`config.mk`:
```
export PLATFORM = sky130hd
export DESIGN_NAME = ipv6_text_to_binary_parser
export DESIGN_NICKNAME = d
export VERILOG_FILES = /design/src/rtl/ipv6t_pkg.sv /design/src/rtl/ipv6t_front.sv /design/src/rtl/ipv6t_queue.sv /design/src/rtl/ipv6t_back.sv /design/src/rtl/ipv6_text_to_binary_parser.sv
export SDC_FILE = /design/constraint.sdc
export NUM_CORES = 1
export LEC_CHECK = 0
export ABC_CLOCK_PERIOD_IN_PS = 10400
export BUFFER_PORTS_ARGS = -buffer_cell sky130_fd_sc_hd__buf_2
export CAP_MARGIN = 20
export CORE_ASPECT_RATIO = 1.25
export CORE_MARGIN = 4
export CORE_UTILIZATION = 52
export CTS_CLUSTER_SIZE = 24
export DETAILED_ROUTE_END_ITERATION = 7
export HOLD_SLACK_MARGIN = 0.15
export PLACE_DENSITY_LB_ADDON = 0.12
export RECOVER_POWER = 100
export SLEW_MARGIN = 10
export SYNTH_ARGS = -nofsm -noshare
export SYNTH_HDL_FRONTEND = slang
export SYNTH_SLANG_ARGS = --single-unit
```
`constraint.sdc`:
```
create_clock -name i_clk -period 10.4 [get_ports i_clk]
set_clock_uncertainty 0.2 [all_clocks]
set_input_delay 0.52 -clock i_clk [delete_from_list [all_inputs] [get_ports i_clk]]
set_output_delay 0.52 -clock i_clk [all_outputs]
set_load 0.05 [all_outputs]
```
`src/rtl/ipv6t_pkg.sv`:
```
// Package for the IPv6 text-to-binary parser.
// Holds shared widths, character codes, the queue word type and the hex decoder.
// No dependencies.
package ipv6t_pkg;

    localparam int MAX_CHARS  = 39;
    localparam int CC_W       = 6;
    localparam int CHAR_W     = 8;
    localparam int GROUP_W    = 16;
    localparam int NUM_GROUPS = 8;
    localparam int GIDX_W     = 3;
    localparam int GCNT_W     = 4;
    localparam int DC_W       = 3;
    localparam int ADDR_W     = 64;
    localparam int Q_DEPTH    = 2;
    localparam int Q_PTR_W    = 1;
    localparam int Q_CNT_W    = 2;

    localparam logic [CHAR_W-1:0] CHAR_COLON = 8'h3A;

    typedef struct packed {
        logic       is_hex;
        logic [3:0] value;
    } t_hex;

    // one queue word: an optional group write and an optional end-of-string mark
    typedef struct packed {
        logic               has_group;
        logic               to_tail;
        logic [GIDX_W-1:0]  idx;
        logic [GROUP_W-1:0] group;
        logic               finish;
        logic               ok;
        logic [GCNT_W-1:0]  nfront;
        logic [GCNT_W-1:0]  nback;
    } t_qentry;

    function automatic t_hex hex_decode(input logic [CHAR_W-1:0] c);
        t_hex r;
        r.is_hex = 1'b1;
        r.value  = '0;
        case (c) inside
            [8'h30:8'h39]: r.value = 4'(c - 8'h30);
            [8'h61:8'h66]: r.value = 4'(c - 8'h57);
            [8'h41:8'h46]: r.value = 4'(c - 8'h37);
            default:       r.is_hex = 1'b0;
        endcase
        return r;
    endfunction

endpackage

```
`src/rtl/ipv6t_front.sv`:
```
// Front end of the IPv6 parser: per-character syntax checks and group counting.
// Emits group writes and end-of-string words to the queue. Uses ipv6t_pkg.
module ipv6t_front (
    input  logic                             i_clk,
    input  logic                             i_rst_n,
    input  logic                             i_accept,
    input  logic [ipv6t_pkg::CHAR_W-1:0]     i_text_char,
    input  logic                             i_last_char,
    output logic                             o_push,
    output ipv6t_pkg::t_qentry               o_entry
);
    import ipv6t_pkg::*;

    logic [GROUP_W-1:0] r_accum, n_accum;
    logic [DC_W-1:0]    r_dc, n_dc;
    logic [GCNT_W-1:0]  r_front, n_front;
    logic [GCNT_W-1:0]  r_back, n_back;
    logic               r_gap, n_gap;
    logic               r_prev_colon, n_prev_colon;
    logic               r_at_start, n_at_start;
    logic [CC_W-1:0]    r_cc, n_cc;
    logic               r_failed, n_failed;

    t_hex               hex;
    logic [GCNT_W-1:0]  grp_n;
    logic [GCNT_W-1:0]  fin_n;
    logic [GCNT_W-1:0]  f2, b2;
    logic               fail;
    logic               ok;
    logic               colon_push;
    t_qentry            entry;

    always_comb begin
        n_accum      = r_accum;
        n_dc         = r_dc;
        n_front      = r_front;
        n_back       = r_back;
        n_gap        = r_gap;
        n_prev_colon = r_prev_colon;
        n_at_start   = r_at_start;
        n_cc         = r_cc;
        fail         = r_failed;
        colon_push   = 1'b0;
        entry        = '0;
        hex          = hex_decode(i_text_char);
        grp_n        = r_front + r_back;
        fin_n        = '0;
        f2           = '0;
        b2           = '0;
        ok           = 1'b0;

        if (!r_failed) begin
            if (r_cc >= CC_W'(MAX_CHARS)) begin
                fail = 1'b1;
            end
            if (r_cc != '1) begin
                n_cc = r_cc + 1'b1;
            end
        end

        if (!fail) begin
            if (hex.is_hex) begin
                if (r_dc[DC_W-1] || (r_at_start && r_prev_colon)) begin
                    fail = 1'b1;
                end else begin
                    n_accum      = {r_accum[GROUP_W-5:0], hex.value};
                    n_dc         = r_dc + 1'b1;
                    n_prev_colon = 1'b0;
                    n_at_start   = 1'b0;
                end
            end else if (i_text_char == CHAR_COLON) begin
                if (r_dc != '0) begin
                    if (grp_n[GCNT_W-1]) begin
                        fail = 1'b1;
                    end else begin
                        colon_push      = 1'b1;
                        entry.has_group = 1'b1;
                        entry.to_tail   = r_gap;
                        entry.idx       = grp_n[GIDX_W-1:0];
                        entry.group     = r_accum;
                        if (r_gap) begin
                            n_back = r_back + 1'b1;
                        end else begin
                            n_front = r_front + 1'b1;
                        end
                        n_accum = '0;
                        n_dc    = '0;
                    end
                    n_prev_colon = 1'b1;
                    n_at_start   = 1'b0;
                end else if (r_prev_colon) begin
                    if (r_gap) begin
                        fail = 1'b1;
                    end else begin
                        n_gap      = 1'b1;
                        n_at_start = 1'b0;
                    end
                end else if (r_at_start) begin
                    n_prev_colon = 1'b1;
                end else begin
                    fail = 1'b1;
                end
            end else begin
                fail = 1'b1;
            end
        end

        // end of string: flush the open group and check the group count
        if (i_last_char) begin
            ok    = !fail;
            fin_n = n_front + n_back;
            f2    = n_front;
            b2    = n_back;
            if (ok) begin
                if (n_dc != '0) begin
                    if (fin_n[GCNT_W-1]) begin
                        ok = 1'b0;
                    end else begin
                        entry.has_group = 1'b1;
                        entry.to_tail   = n_gap;
                        entry.idx       = fin_n[GIDX_W-1:0];
                        entry.group     = n_accum;
                        if (n_gap) begin
                            b2 = n_back + 1'b1;
                        end else begin
                            f2 = n_front + 1'b1;
                        end
                    end
                end else if (!(n_gap && n_prev_colon && n_back == '0)) begin
                    ok = 1'b0;
                end
            end
            if (ok) begin
                if (n_gap ? ((f2 + b2) > GCNT_W'(NUM_GROUPS - 1))
                          : ((f2 + b2) != GCNT_W'(NUM_GROUPS))) begin
                    ok = 1'b0;
                end
            end
            entry.finish = 1'b1;
            entry.ok     = ok;
            entry.nfront = f2;
            entry.nback  = b2;
        end
        n_failed = fail;
    end

    assign o_push  = i_accept && (colon_push || i_last_char);
    assign o_entry = entry;

    always_ff @(posedge i_clk) begin
        if (!i_rst_n) begin
            r_accum      <= '0;
            r_dc         <= '0;
            r_front      <= '0;
            r_back       <= '0;
            r_gap        <= 1'b0;
            r_prev_colon <= 1'b0;
            r_at_start   <= 1'b1;
            r_cc         <= '0;
            r_failed     <= 1'b0;
        end else if (i_accept) begin
            if (i_last_char) begin
                r_accum      <= '0;
                r_dc         <= '0;
                r_front      <= '0;
                r_back       <= '0;
                r_gap        <= 1'b0;
                r_prev_colon <= 1'b0;
                r_at_start   <= 1'b1;
                r_cc         <= '0;
                r_failed     <= 1'b0;
            end else begin
                r_accum      <= n_accum;
                r_dc         <= n_dc;
                r_front      <= n_front;
                r_back       <= n_back;
                r_gap        <= n_gap;
                r_prev_colon <= n_prev_colon;
                r_at_start   <= n_at_start;
                r_cc         <= n_cc;
                r_failed     <= n_failed;
            end
        end
    end

endmodule

```
`src/rtl/ipv6t_queue.sv`:
```
// Short FIFO of queue words between the parser front and back ends.
// Uses ipv6t_pkg for the word type and depth.
module ipv6t_queue (
    input  logic                i_clk,
    input  logic                i_rst_n,
    input  logic                i_push,
    input  ipv6t_pkg::t_qentry  i_data,
    input  logic                i_pop,
    output logic                o_full,
    output logic                o_nonempty,
    output ipv6t_pkg::t_qentry  o_head
);
    import ipv6t_pkg::*;

    t_qentry              r_mem [Q_DEPTH];
    logic [Q_PTR_W-1:0]   r_wr_ptr, n_wr_ptr;
    logic [Q_PTR_W-1:0]   r_rd_ptr, n_rd_ptr;
    logic [Q_CNT_W-1:0]   r_count, n_count;

    assign o_full     = (r_count == Q_CNT_W'(Q_DEPTH));
    assign o_nonempty = (r_count != '0);
    assign o_head     = r_mem[r_rd_ptr];

    always_comb begin
        n_wr_ptr = i_push ? r_wr_ptr + 1'b1 : r_wr_ptr;
        n_rd_ptr = i_pop ? r_rd_ptr + 1'b1 : r_rd_ptr;
        n_count  = r_count;
        if (i_push && !i_pop) begin
            n_count = r_count + 1'b1;
        end else if (!i_push && i_pop) begin
            n_count = r_count - 1'b1;
        end
    end

    always_ff @(posedge i_clk) begin
        if (i_push) begin
            r_mem[r_wr_ptr] <= i_data;
        end
    end

    always_ff @(posedge i_clk) begin
        if (!i_rst_n) begin
            r_wr_ptr <= '0;
            r_rd_ptr <= '0;
            r_count  <= '0;
        end else begin
            r_wr_ptr <= n_wr_ptr;
            r_rd_ptr <= n_rd_ptr;
            r_count  <= n_count;
        end
    end

endmodule

```
`src/rtl/ipv6t_back.sv`:
```
// Back end of the IPv6 parser: group storage and address assembly.
// Front groups sit at their index, groups after the gap in a tail shift line. Uses ipv6t_pkg.
module ipv6t_back (
    input  logic                           i_clk,
    input  logic                           i_rst_n,
    input  logic                           i_q_nonempty,
    input  ipv6t_pkg::t_qentry             i_q_head,
    output logic                           o_q_pop,
    output logic                           o_valid,
    input  logic                           i_stall,
    output logic [ipv6t_pkg::ADDR_W-1:0]   o_addr_high,
    output logic [ipv6t_pkg::ADDR_W-1:0]   o_addr_low,
    output logic                           o_valid_res
);
    import ipv6t_pkg::*;

    logic [GROUP_W-1:0] r_fstore [NUM_GROUPS];
    logic [GROUP_W-1:0] n_fstore [NUM_GROUPS];
    logic [GROUP_W-1:0] r_tail   [NUM_GROUPS];
    logic [GROUP_W-1:0] n_tail   [NUM_GROUPS];
    logic [GROUP_W-1:0] words    [NUM_GROUPS];

    logic               r_out_valid, n_out_valid;
    logic [ADDR_W-1:0]  r_hi, n_hi;
    logic [ADDR_W-1:0]  r_lo, n_lo;
    logic               r_ok, n_ok;
    logic               pop;

    assign pop     = i_q_nonempty && (!r_out_valid || !i_stall);
    assign o_q_pop = pop;

    always_comb begin
        for (int j = 0; j < NUM_GROUPS; j++) begin
            n_fstore[j] = r_fstore[j];
        end
        if (i_q_head.has_group && !i_q_head.to_tail) begin
            n_fstore[i_q_head.idx] = i_q_head.group;
        end
        for (int j = 0; j < NUM_GROUPS; j++) begin
            n_tail[j] = r_tail[j];
        end
        if (i_q_head.has_group && i_q_head.to_tail) begin
            for (int j = 0; j < NUM_GROUPS - 1; j++) begin
                n_tail[j] = r_tail[j + 1];
            end
            n_tail[NUM_GROUPS-1] = i_q_head.group;
        end

        for (int j = 0; j < NUM_GROUPS; j++) begin
            if (GCNT_W'(j) < i_q_head.nfront) begin
                words[j] = n_fstore[j];
            end else if ((GCNT_W+1)'(j) + {1'b0, i_q_head.nback}
                         >= (GCNT_W+1)'(NUM_GROUPS)) begin
                words[j] = n_tail[j];
            end else begin
                words[j] = '0;
            end
        end

        n_hi = '0;
        n_lo = '0;
        if (i_q_head.ok) begin
            for (int j = 0; j < NUM_GROUPS / 2; j++) begin
                n_hi[ADDR_W-1-GROUP_W*j -: GROUP_W] = words[j];
                n_lo[ADDR_W-1-GROUP_W*j -: GROUP_W] = words[j + NUM_GROUPS/2];
            end
        end
        n_ok = i_q_head.ok;

        n_out_valid = r_out_valid && i_stall;
        if (pop && i_q_head.finish) begin
            n_out_valid = 1'b1;
        end
    end

    always_ff @(posedge i_clk) begin
        if (pop) begin
            for (int j = 0; j < NUM_GROUPS; j++) begin
                r_fstore[j] <= n_fstore[j];
                r_tail[j]   <= n_tail[j];
            end
            if (i_q_head.finish) begin
                r_hi <= n_hi;
                r_lo <= n_lo;
                r_ok <= n_ok;
            end
        end
    end

    always_ff @(posedge i_clk) begin
        if (!i_rst_n) begin
            r_out_valid <= 1'b0;
        end else begin
            r_out_valid <= n_out_valid;
        end
    end

    assign o_valid     = r_out_valid;
    assign o_addr_high = r_hi;
    assign o_addr_low  = r_lo;
    assign o_valid_res = r_ok;

endmodule

```
`src/rtl/ipv6_text_to_binary_parser.sv`:
```
// IPv6 text-to-binary parser, top level. Takes one address character per word and returns
// the 128-bit address with a valid flag on the word marked last. Uses ipv6t_pkg and the
// ipv6t_front, ipv6t_queue and ipv6t_back modules.
//
// One character is taken every cycle unless o_stall is high. The result for a string passes
// through the queue and then the output register: the front end checks syntax and counts groups
// as the character is taken, a two-word queue hands group writes to the back end, and the
// back end expands the double colon and loads the output register. The input stalls only
// when that queue is full, which happens when the output side holds off a result.
module ipv6_text_to_binary_parser (
    input  logic                           i_clk,
    input  logic                           i_rst_n,
    input  logic                           i_valid,
    output logic                           o_stall,
    input  logic [ipv6t_pkg::CHAR_W-1:0]   i_text_char,
    input  logic                           i_last_char,
    output logic                           o_valid,
    input  logic                           i_stall,
    output logic [ipv6t_pkg::ADDR_W-1:0]   o_addr_high,
    output logic [ipv6t_pkg::ADDR_W-1:0]   o_addr_low,
    output logic                           o_valid_res
);
    import ipv6t_pkg::*;

    logic    accept;
    logic    q_push;
    logic    q_pop;
    logic    q_full;
    logic    q_nonempty;
    t_qentry q_in;
    t_qentry q_head;

    assign o_stall = q_full;
    assign accept  = i_valid && !q_full;

    ipv6t_front u_front (
        .i_clk       (i_clk),
        .i_rst_n     (i_rst_n),
        .i_accept    (accept),
        .i_text_char (i_text_char),
        .i_last_char (i_last_char),
        .o_push      (q_push),
        .o_entry     (q_in)
    );

    ipv6t_queue u_queue (
        .i_clk      (i_clk),
        .i_rst_n    (i_rst_n),
        .i_push     (q_push),
        .i_data     (q_in),
        .i_pop      (q_pop),
        .o_full     (q_full),
        .o_nonempty (q_nonempty),
        .o_head     (q_head)
    );

    ipv6t_back u_back (
        .i_clk        (i_clk),
        .i_rst_n      (i_rst_n),
        .i_q_nonempty (q_nonempty),
        .i_q_head     (q_head),
        .o_q_pop      (q_pop),
        .o_valid      (o_valid),
        .i_stall      (i_stall),
        .o_addr_high  (o_addr_high),
        .o_addr_low   (o_addr_low),
        .o_valid_res  (o_valid_res)
    );

endmodule
```
### Word level (Yosys, flattened, before mapping)

Memories as Yosys holds them, arrays and structs flattened. A register that Yosys moved wholly into a read port is not among the register bits.
Cells that the tools add are included.

| word-level totals | value |
|---|---|
| input port bits | 13 |
| word-level logic and storage cells | 247 |
| output and inout bits | 131 |
| register bits | 171 |
| memories kept | 3 |
| memory bits (writable) | 318 |

Memories:

| memory | depth | width | rd ports | clocked after Yosys merged registers in | wr ports | RTL line | source |
|---|---|---|---|---|---|---|---|
| u_back.r_fstore | 8 | 16 | 8 | 0 | 8 | ipv6t_back.sv:17 | `logic [GROUP_W-1:0] r_fstore [NUM_GROUPS];` |
| u_back.r_tail | 8 | 16 | 8 | 0 | 8 | ipv6t_back.sv:19 | `logic [GROUP_W-1:0] r_tail [NUM_GROUPS];` |
| u_queue.r_mem | 2 | 31 | 1 | 1 | 1 | ipv6t_queue.sv:15 | `t_qentry r_mem [Q_DEPTH];` |

| cells by class | value |
|---|---|
| equal/unequal tests | 8 |
| add/subtract/negate cells | 23 |
| $lt $le $gt $ge | 26 |
| bitwise operators | 1 |
| mux-type cells | 133 |
| reductions and logical operators | 37 |

Operators by type and width:

| operator | number |
|---|---|
| two-way mux 16 bit | 24 |
| two-way mux 128 bit | 2 |
| two-way mux 21 bit | 8 |
| bitwise mux 128 bit | 1 |
| two-way mux 4 bit | 27 |
| two-way mux 1 bit | 57 |
| demux 16 bit (select 3 bit) | 1 |
| >= comparator 5 x 4 -> 1 bit, second input constant | 7 |
| two-way mux 31 bit | 1 |
| two-way mux 3 bit | 7 |
| adder 3 x 4 -> 5 bit, first input constant | 4 |
| two-way mux 6 bit | 3 |
| adder 4 x 1 -> 4 bit, second input constant | 4 |
| >= comparator 8 x 7 -> 1 bit, second input constant | 2 |
| <= comparator 8 x 7 -> 1 bit, second input constant | 2 |
| logical AND 1 bit | 16 |
| less-than comparator 3 x 4 -> 1 bit, first input constant | 4 |
| adder 4 bit | 3 |
| adder 2 x 4 -> 5 bit, first input constant | 2 |
| nonzero test 3 bit | 3 |
| equality test 8 x 6 -> 1 bit, second input constant | 1 |
| >= comparator 4 bit, second input constant | 2 |
| >= comparator 8 x 6 -> 1 bit, second input constant | 1 |
| <= comparator 8 x 6 -> 1 bit, second input constant | 1 |
| other kinds (28) | 45 |

### Depth between registers and ports, before layout

| depth | value |
|---|---|
| depth after elaboration | 19 |
| gate-level depth with buffers | 22 |
| mapped depth without buffers | 22 |

### Hierarchy

A second synthesis with hierarchy kept.

| unflattened totals | value |
|---|---|
| cells, all modules | 1,729 |
| area total of the unflattened synthesis | 22,962.0 um^2 |

Modules (own cells, without submodules):

| module | times used | seq. area each (um^2) | cells each | area an instance (um^2) |
|---|---|---|---|---|
| ipv6t_back | 1 | 11,581.1 | 1,203 | 17,231.5 |
| ipv6t_front | 1 | 740.7 | 407 | 3,269.4 |
| ipv6t_queue | 1 | 1,961.9 | 118 | 2,447.3 |
| ipv6_text_to_binary_parser | 1 | 0.0 | 1 | 13.8 |

### Worst setup path after synthesis

No wires, ideal clock.

| timing | value |
|---|---|
| path type | register to register |
| from | register with a tool-made name |
| to | register u_back.r_hi[0], in the netlist u_back.o_addr_high[0] (enable) |
| path buffers | 4 |
| library setup time | 0.619 ns |
| clock period less this slack | 8.055 ns |
| data required time | 9.581 ns |
| cell stages (with the launch flop) | 7 |
| arrival time | 7.236 ns |
| setup slack | 2.345 ns |
| cell sequence | dfxtp_1 clkbuf_1 buf_1 clkbuf_1 buf_2 mux2i_1 nor2_1 |

RTL lines:

| item | RTL line | source |
|---|---|---|
| to (signal assigned) | ipv6t_back.sv:83 | `r_hi <= n_hi;` |
| to (decl) | ipv6t_back.sv:24 | `logic [ADDR_W-1:0] r_hi, n_hi;` |

==> metrics <==
status=finished with violations; violated checks=capacitance limit, slew limit; GRT Util Overall=0.244; Bufs on Longest Clock Path=3; total net switching power=2960 uW; DRC viols=0; Initial Util=0.528; pwr/cell area=317 nW/um2; Slew HR=-2.07; Peak VDD IR=431 uV; Synth async-reset ratio=0; Sw Share=0.373; TritonCTS clock tree=yes; Seq. cell area=14300 um2; drt pass-1 iters=5; total number of H-tree levels=2; vias post-DR=14900; crit-path max FO=76; Mapped Nets=1856; family with the most delay on the worst path=buffers and inverters; number of flops mapped to enable cells by yosys=447; Final period util=0.742; Layout Area Growth over Synthesis=12.1%; GRT busiest layer=met2; multi-input logic area=7490 um2; Int Pwr=4970 uW; IO Port Bufs=143; DRT iter0 DRCs=1246; post-synth cell types=66; WL/cell=22.8 um; Die H=240 um; DP Area=23700 um2; worst slew pin tran=4.60 ns; Worst path slowest cell=nor2_1; Overflow after GRT=0; Yosys reg bits=490; synthesis warning total=0; part of the power in combinational logic=0.325; final wirelength=57900 um; synthesized area=22300 um2; Critical Path Start Type=flop; Final Instance Area=25000 um2; Clk network pwr share=0.223; routed vias/inst=5.89; crit-path cells=clkbuf_1 > mux2i_1 > nor2_1 > clkbuf_1 > clkbuf_2; CTS clk-pin slew, worst paths=0.06 ns; Critical Path AT=7.69 ns; Root Driver=clkbuf_16; Final Hold Fails=0; Hold Crit Class=input pin to flop; Core ar.=42300 um2; die width=193 um; prevailing post-synth register cell=edfxtp_1; Mapped Cells=1816; fin. max-slew vios=520; CTS buffer count=47; clock latency on the worst-skew pair=0.58 ns; post-synthesis sequential area ratio=0.641; setup_tns=0 ns; Fmax achieved=130 MHz; routability congestion estimate=0.823; Global Route met3 Usage=0.0453; Mapped Avg Cell Area=12.3 um2; largest net degree at the start of global routing=109; Nets=1982; Pleak=0.00883 uW; part of the power in registers=0.452; RSZ-0062 raised after global routing=no; Die ar.=46300 um2; Setup crit end kind=flop; met2 usage=0.389; initial antenna violation count=0; CP bufs+invs=3; post-layout min period=7.72 ns; Max stage delay on crit path=1.73 ns; count of final setup violators=0; Max Cap Violations=12; Global Route met1 Usage=0.338; # resized after CTS=0; layout cells sized above 1=0.0961; antenna cells=0; # rows=84; IO Pins=144; CP required=10.37 ns; via count of the first global-routing pass=14600; CTS sink count=490; most used cell, CP=clkbuf_1; critical path type=flop to flop; first-pass GRT wire length=88100 um; HPWL after DPL=37900 um; antenna-violating nets left=0; Fillers=3589
==> flip-flops by register name, summed over array words and instances, names as in the netlist, 2 cells and up, named ones only <==
signal and flops:
u_front.r_dc 3, u_front.r_accum 16, u_back.o_addr_low 64, u_front.r_back 4
u_queue.r_count 2, u_back.o_addr_high 64, u_queue.r_mem 62, u_front.r_cc 6
u_back.r_tail 128, u_back.r_fstore 128, u_front.r_front 4
==> worst register-to-register path: stages, from the launching register on <==
cell and delay, ns:
dfxtp_1 0.71, clkbuf_1 1.47, mux2i_1 0.30, nor2_1 1.73
clkbuf_1 1.33, clkbuf_2 1.50
==> Yosys cell counts, drive strengths merged, types with 31 or more instances <==
library cell  number  area share
clkbuf            95       0.016
and3              54       0.015
dfxtp             43       0.039
a22oi             37       0.012
nand2            119       0.020
mux2             120       0.061
a21oi            184       0.042
o21ai             94       0.021
nor2             226       0.038
mux2i             31       0.014
edfxtp           447        0.60
nand3             32      0.0072
==> kinds of logic (layout without fill, tap and decap cells) <==
family / after synthesis / after routing / synth area share
and+or+nand+nor: 555 / 555 / 0.118
DFF: 490 / 490 / 0.641
AOI/OAI and AO/OA: 428 / 428 / 0.115
muxes: 151 / 151 / 0.0747
buffers and inverters: 135 / 297 / 0.0237
xor gates and xnor gates: 30 / 30 / 0.0121
adders and majority gates: 27 / 27 / 0.0158
==> cell usage in the layout, fill, tap and decap left out, types with 7 or more instances in the layout <==
cell	synthesis	routed
a21oi_1	182	183
a22o_1	17	17
a22oi_1	37	37
a2bb2oi_1	16	16
a31oi_1	21	21
and2_0	0	14
and2_1	22	8
and3_1	54	54
buf_2	3	10
buf_4	1	27
clkbuf_1	95	152
clkbuf_16	0	48
clkinv_2	0	11
dfxtp_1	43	43
edfxtp_1	447	447
ha_1	25	25
inv_1	26	25
mux2_1	0	63
mux2_2	119	56
mux2i_1	31	24
mux2i_2	0	7
nand2_1	119	119
nand2b_1	23	23
nand3_1	32	32
nor2_1	225	224
nor2b_1	26	26
nor3_1	8	8
nor3b_1	17	17
nor4_1	7	10
o21a_1	19	19
o21ai_0	91	92
xnor2_1	16	16
xor2_1	13	13
==> metal layers <==
metal,part of all wire,vias up
met4,0.036,0
met3,0.070,91
li1,-,7002
met2,0.47,521
met5,0,-
met1,0.43,7325
==> cell type report <==
class	instances	area share
multi-input cells	1191	0.300
well taps	559	0.0280
clock buffers	57	0.0502
clock inverters	28	0.0135
flip-flops and latches	490	0.571
repair buffers	185	0.0331
inverters	27	0.00435
==> path summary, 6_finish.rpt <==
| kind | from | end | slack [ns] | depth (start not counted) |
|---|---|---|---|---|
| worst max register to register | flop | u_back.o_addr_high[37]$_SDFFCE_PN0P_ | 2.68 | 5 |
| worst max-delay path | flop | u_back.o_addr_high[37]$_SDFFCE_PN0P_ | 2.68 | 5 |
| worst min-delay path | i_rst_n | u_front.r_at_start$_SDFFE_PN1P_ | 0.24 | 2 |
| worst min register to register | u_front.r_cc[5]$_SDFFE_PN0P_ | u_front.r_cc[5]$_SDFFE_PN0P_ | 0.29 | 2 |
==> stage by stage <==
step / util / setup slack [ns] / hold slack, ns / instances / power (uW)
global placement: 0.560 / 4.00 / 0.278 / 2446 / 6160
global route: 0.592 / 1.89 / 0.262 / 2537 / 8330
detailed placement: 0.561 / 3.88 / 0.286 / 2449 / 6220
CTS: 0.599 / 4.21 / 0.233 / 2535 / 8010
floorplan: - / 2.35 / 0.258 / 1816 / 5470
finish: 0.592 / 2.68 / 0.245 / 2537 / 7930
==> power groups by stage <==
stage	Clock (uW)	Combinational, uW	Sequential [uW]
global route	1890	2790	3650
global placement	0	2600	3560
detailed placement	0	2640	3590
finish	1770	2580	3590
floorplan	0	1360	4110
CTS	1800	2650	3550
==> timing repair <==
item,4_1_cts,5_1_grt
endpoints found under the hold margin,1,0
setup buffers,0,0
hold buffers,1,0
Note: power is estimated with default switching activity, not from simulation.
